`src/sv/zvd_pkg.sv`:
```
`timescale 1ns / 1ps

package zvd_pkg;

    localparam int COMP_W  = 24;
    localparam int LIMIT_W = 23;
    localparam int TIME_W  = 48;
    localparam int DUR_W   = 32;
    localparam int SQ_W    = 2 * COMP_W;
    localparam int LSQ_W   = 2 * LIMIT_W;
    localparam int SUM_W   = SQ_W + 2;
    localparam int STEP_W  = 20;

    localparam logic [TIME_W-1:0] STEP_MIN_US = 48'd100;
    localparam logic [TIME_W-1:0] STEP_MAX_US = 48'd1000000;

    typedef logic signed [COMP_W-1:0] comp_t;
    typedef logic        [COMP_W-1:0] mag_t;
    typedef logic        [LIMIT_W-1:0] limit_t;

    typedef enum logic [2:0] {
        REG_HOR_LIMIT  = 3'd0,
        REG_VER_LIMIT  = 3'd1,
        REG_INS_LIMIT  = 3'd2,
        REG_RATE_LIMIT = 3'd3,
        REG_MIN_STATIC = 3'd4
    } reg_idx_t;

    function automatic mag_t mag(input comp_t c);
        comp_t neg;
        neg = -c;
        return c[COMP_W-1] ? mag_t'(neg) : mag_t'(c);
    endfunction

endpackage

```
`src/sv/zvd_norm.sv`:
```
`timescale 1ns / 1ps

module zvd_norm (
    input  logic            aclk,
    input  logic            ld,
    input  zvd_pkg::comp_t  comp_x,
    input  zvd_pkg::comp_t  comp_y,
    input  zvd_pkg::comp_t  comp_z,
    input  zvd_pkg::limit_t limit,
    output logic            in_range
);
    import zvd_pkg::*;

    mag_t              mag_x, mag_y, mag_z;
    logic [SQ_W-1:0]   sq_x_next, sq_y_next, sq_z_next;
    logic [SQ_W-1:0]   sq_x_reg, sq_y_reg, sq_z_reg;
    logic [LSQ_W-1:0]  limsq_next, limsq_reg;
    logic [SUM_W-1:0]  sum;

    assign mag_x      = mag(comp_x);
    assign mag_y      = mag(comp_y);
    assign mag_z      = mag(comp_z);
    assign sq_x_next  = SQ_W'(mag_x) * SQ_W'(mag_x);
    assign sq_y_next  = SQ_W'(mag_y) * SQ_W'(mag_y);
    assign sq_z_next  = SQ_W'(mag_z) * SQ_W'(mag_z);
    assign limsq_next = LSQ_W'(limit) * LSQ_W'(limit);

    always_ff @(posedge aclk) begin
        limsq_reg <= limsq_next;
        if (ld) begin
            sq_x_reg <= sq_x_next;
            sq_y_reg <= sq_y_next;
            sq_z_reg <= sq_z_next;
        end
    end

    assign sum      = SUM_W'(sq_x_reg) + SUM_W'(sq_y_reg) + SUM_W'(sq_z_reg);
    assign in_range = (sum <= SUM_W'(limsq_reg));

endmodule

```
`config.mk`:
```
export PLATFORM = sky130hd
export DESIGN_NAME = zvd_norm
export DESIGN_NICKNAME = d
export VERILOG_FILES = /design/src/sv/zvd_pkg.sv /design/src/sv/zvd_norm.sv
export SDC_FILE = /design/constraint.sdc
export NUM_CORES = 2
export LEC_CHECK = 0
export BUFFER_PORTS_ARGS = -buffer_cell sky130_fd_sc_hd__buf_4
export CORE_ASPECT_RATIO = 0.5
export CORE_MARGIN = 2
export CORE_UTILIZATION = 50
export CTS_CLUSTER_SIZE = 14
export DETAILED_ROUTE_END_ITERATION = 8
export PLACE_DENSITY = 0.73
export SYNTH_ARGS = -nofsm -noshare
export SYNTH_HDL_FRONTEND = slang
export SYNTH_SLANG_ARGS = --single-unit
export TNS_END_PERCENT = 100
```
`constraint.sdc`:
```
create_clock -name aclk -period 9.3 [get_ports aclk]
set_input_delay 0.93 -clock aclk [delete_from_list [all_inputs] [get_ports aclk]]
set_output_delay 0.93 -clock aclk [all_outputs]
set_load 0.05 [all_outputs]
```
==> metrics.txt <==
Worst Path Required approximately 9.5 ns; count of cell types in the netlist 85; row count between 90 and 100; Num CTS Buffers 17; fmax 110 MHz; status complete, no violations; largest net degree at the start of global routing 73; IO Count just under 100; drt pass-1 iters 6; clock root buffer clkbuf_16; DIE WIDTH around 550 µm; worst path arrival time between 9 and 10 ns; Final Util a little over half; layout cells sized above 1 under 10%; sequential element share of the synthesized area under 10%; Core Region about 150000 µm²; hold_buf cts 0; CTS tree built; Tmin final roughly 9 ns; fill count approximately 13000; Worst-path clk slew 0.08 ns; vias around 53000; initial antenna violation count 2; Synth Warn # 0; Fin. Hold Viols 0; Total GRT Usage between 20% and 30%; HP Class input port to register; kind of critical path input port to register; Antenna Nets Post-Route 0; EDFF count, synth about 140; Worst Setup End Kind register; Area Growth Syn to Fin 7.89%; max-slew violations 0; vias in the first global route 57200; Relative slew margins between 10% and 20%; clock buffer depth 2; H-tree levels 4; most common cell after layout, fill and taps aside inv_1; diodes inserted 0; mapped cell area around 74000 µm²; wire length per cell 17.6 µm; CP most frequent cell fa_1; critical path fanouts, max 4; Die Ht 275 µm; critical path's slowest cell fa_1; async set-or-reset flop fraction in the synthesized netlist 0%; Initial Util approximately half; detailed placer's ending HPWL 157 mm; clk sink count 186; main flop type after synthesis edfxtp_1; Syn Area/Cell around 9 µm²; drt drc 0; most frequent cells in the layout inv_1, fa_1, ha_1, nand2_1, nor2_1; Iter 0 DRT Violations about 3800; first-pass GRT wire length just under 300 mm; Tcrit/Tclk final 97.5%; max incr delay on CP around 0.55 ns; Die ar. 150000 µm²; worst-margin pin slew 1.27 ns; vias per std cell around 5.2; layout net count ~11000; port buffer count 97; Final setup viols 0; number of synthesized register bits between 150 and 200; GRT overflow 0; DRT Wirelength between 150 and 200 mm; gp weighted congestion 0.978; max_cap viols 0; Setup crit start kind input port; cells after synthesis ~7900
[critical path, delay by kind of cell]
family	cells	cell delay, ns
AOI/OAI and AO/OA	7	1.49
xor gates and xnor gates	2	0.27
adders and majority gates	8	3.79
buffers and inverters	8	0.92
and+or+nand+nor	6	1.88
[cell families after synthesis]
| family | Yosys count | synth area share (%) |
|---|---|---|
| AO/OA/AOI/OAI | 794 | 6.95 |
| XOR/XNOR | 301 | 3.65 |
| adder cells (fa/ha/maj) | 2476 | 59.5 |
| buffers and inverters | 2553 | 13.1 |
| flip-flops | 186 | 6.98 |
| multiplexers | 6 | 0.0902 |
| other | 2 | 0.0102 |
| AND/OR/NAND/NOR | 1615 | 9.72 |
[Yosys cell counts, types with 35 or more instances]
cell type  number  area, µm²
ha_1          771       9650
inv_1        2354       8840
and2_1        125        782
clkbuf_1      174        653
a21o_1        118        886
nand2_1       690       2590
nor2b_1        35        219
and3_1         38        238
fa_1         1705      34100
a21oi_1       255       1280
nand4_1        43        269
nand3_1        41        205
nand2b_1       35        219
nor3_1         37        185
o21a_1         38        285
xnor2_1       200       1750
xor2_1         96        841
dfxtp_1        45        901
o21ai_0       140        701
nor2_1        497       1870
edfxtp_1      141       4230
[final timing paths]
kind | endpoint | slack [ns] | from | cells after the start
worst max-delay path | sq_y_reg[41]$_DFFE_PP_ | 0.23 | comp_y[13] | 31
worst min-delay path | limsq_reg[0]$_DFF_P_ | 0.81 | limit[0] | 1
[metal layers]
| metal | part of all wire, % | vias to the layer above | GRT usage (%) | wire, µm |
|---|---|---|---|---|
| met5 | 0.013 | - | 0 | 24 |
| met4 | 3.0 | 4 | 7.09 | 5330 |
| met3 | 8.1 | 342 | 4.43 | 14700 |
| met2 | 47 | 1788 | 41.8 | 85400 |
| met1 | 42 | 26900 | 33.7 | 74900 |
| li1 | - | 24200 | - | - |
[layout make-up]
class / instances / area, µm² / share of cell area [%]
clock inverter: 14 / 159 / 0.200
timing repair buffer: 423 / 3200 / 4.04
sequential: 186 / 5130 / 6.47
inverter: 2367 / 8890 / 11.2
multi-input combinational: 5246 / 59100 / 74.4
clock buffer: 18 / 429 / 0.541
tap: 1969 / 2460 / 3.11
[metrics by stage]
stage	setup WS, ns	instance area, µm²	hold WS (ns)	instances	setup TNS [ns]
2_1_floorplan	0.0135	73700	0.958	7985	0
3_3_place_gp	-0.0431	78700	1.28	10200	-0.204
3_5_place_dp	-0.215	78700	1.28	10200	-2.44
4_1_cts	0.210	79300	0.796	10200	0
5_1_grt	-0.0550	79300	0.813	10200	-0.0851
6_report	0.229	79300	0.814	10200	0
[repair_timing]
action / 4_1_cts / 5_1_grt
endpoints found under the setup margin: 0 / 30
resized for setup: 0 / 16
setup buffers: 0 / 2
Power is left out: the tool's default activity adds up to more than one toggle a clock period on the data nets, which glitch-free logic cannot reach.
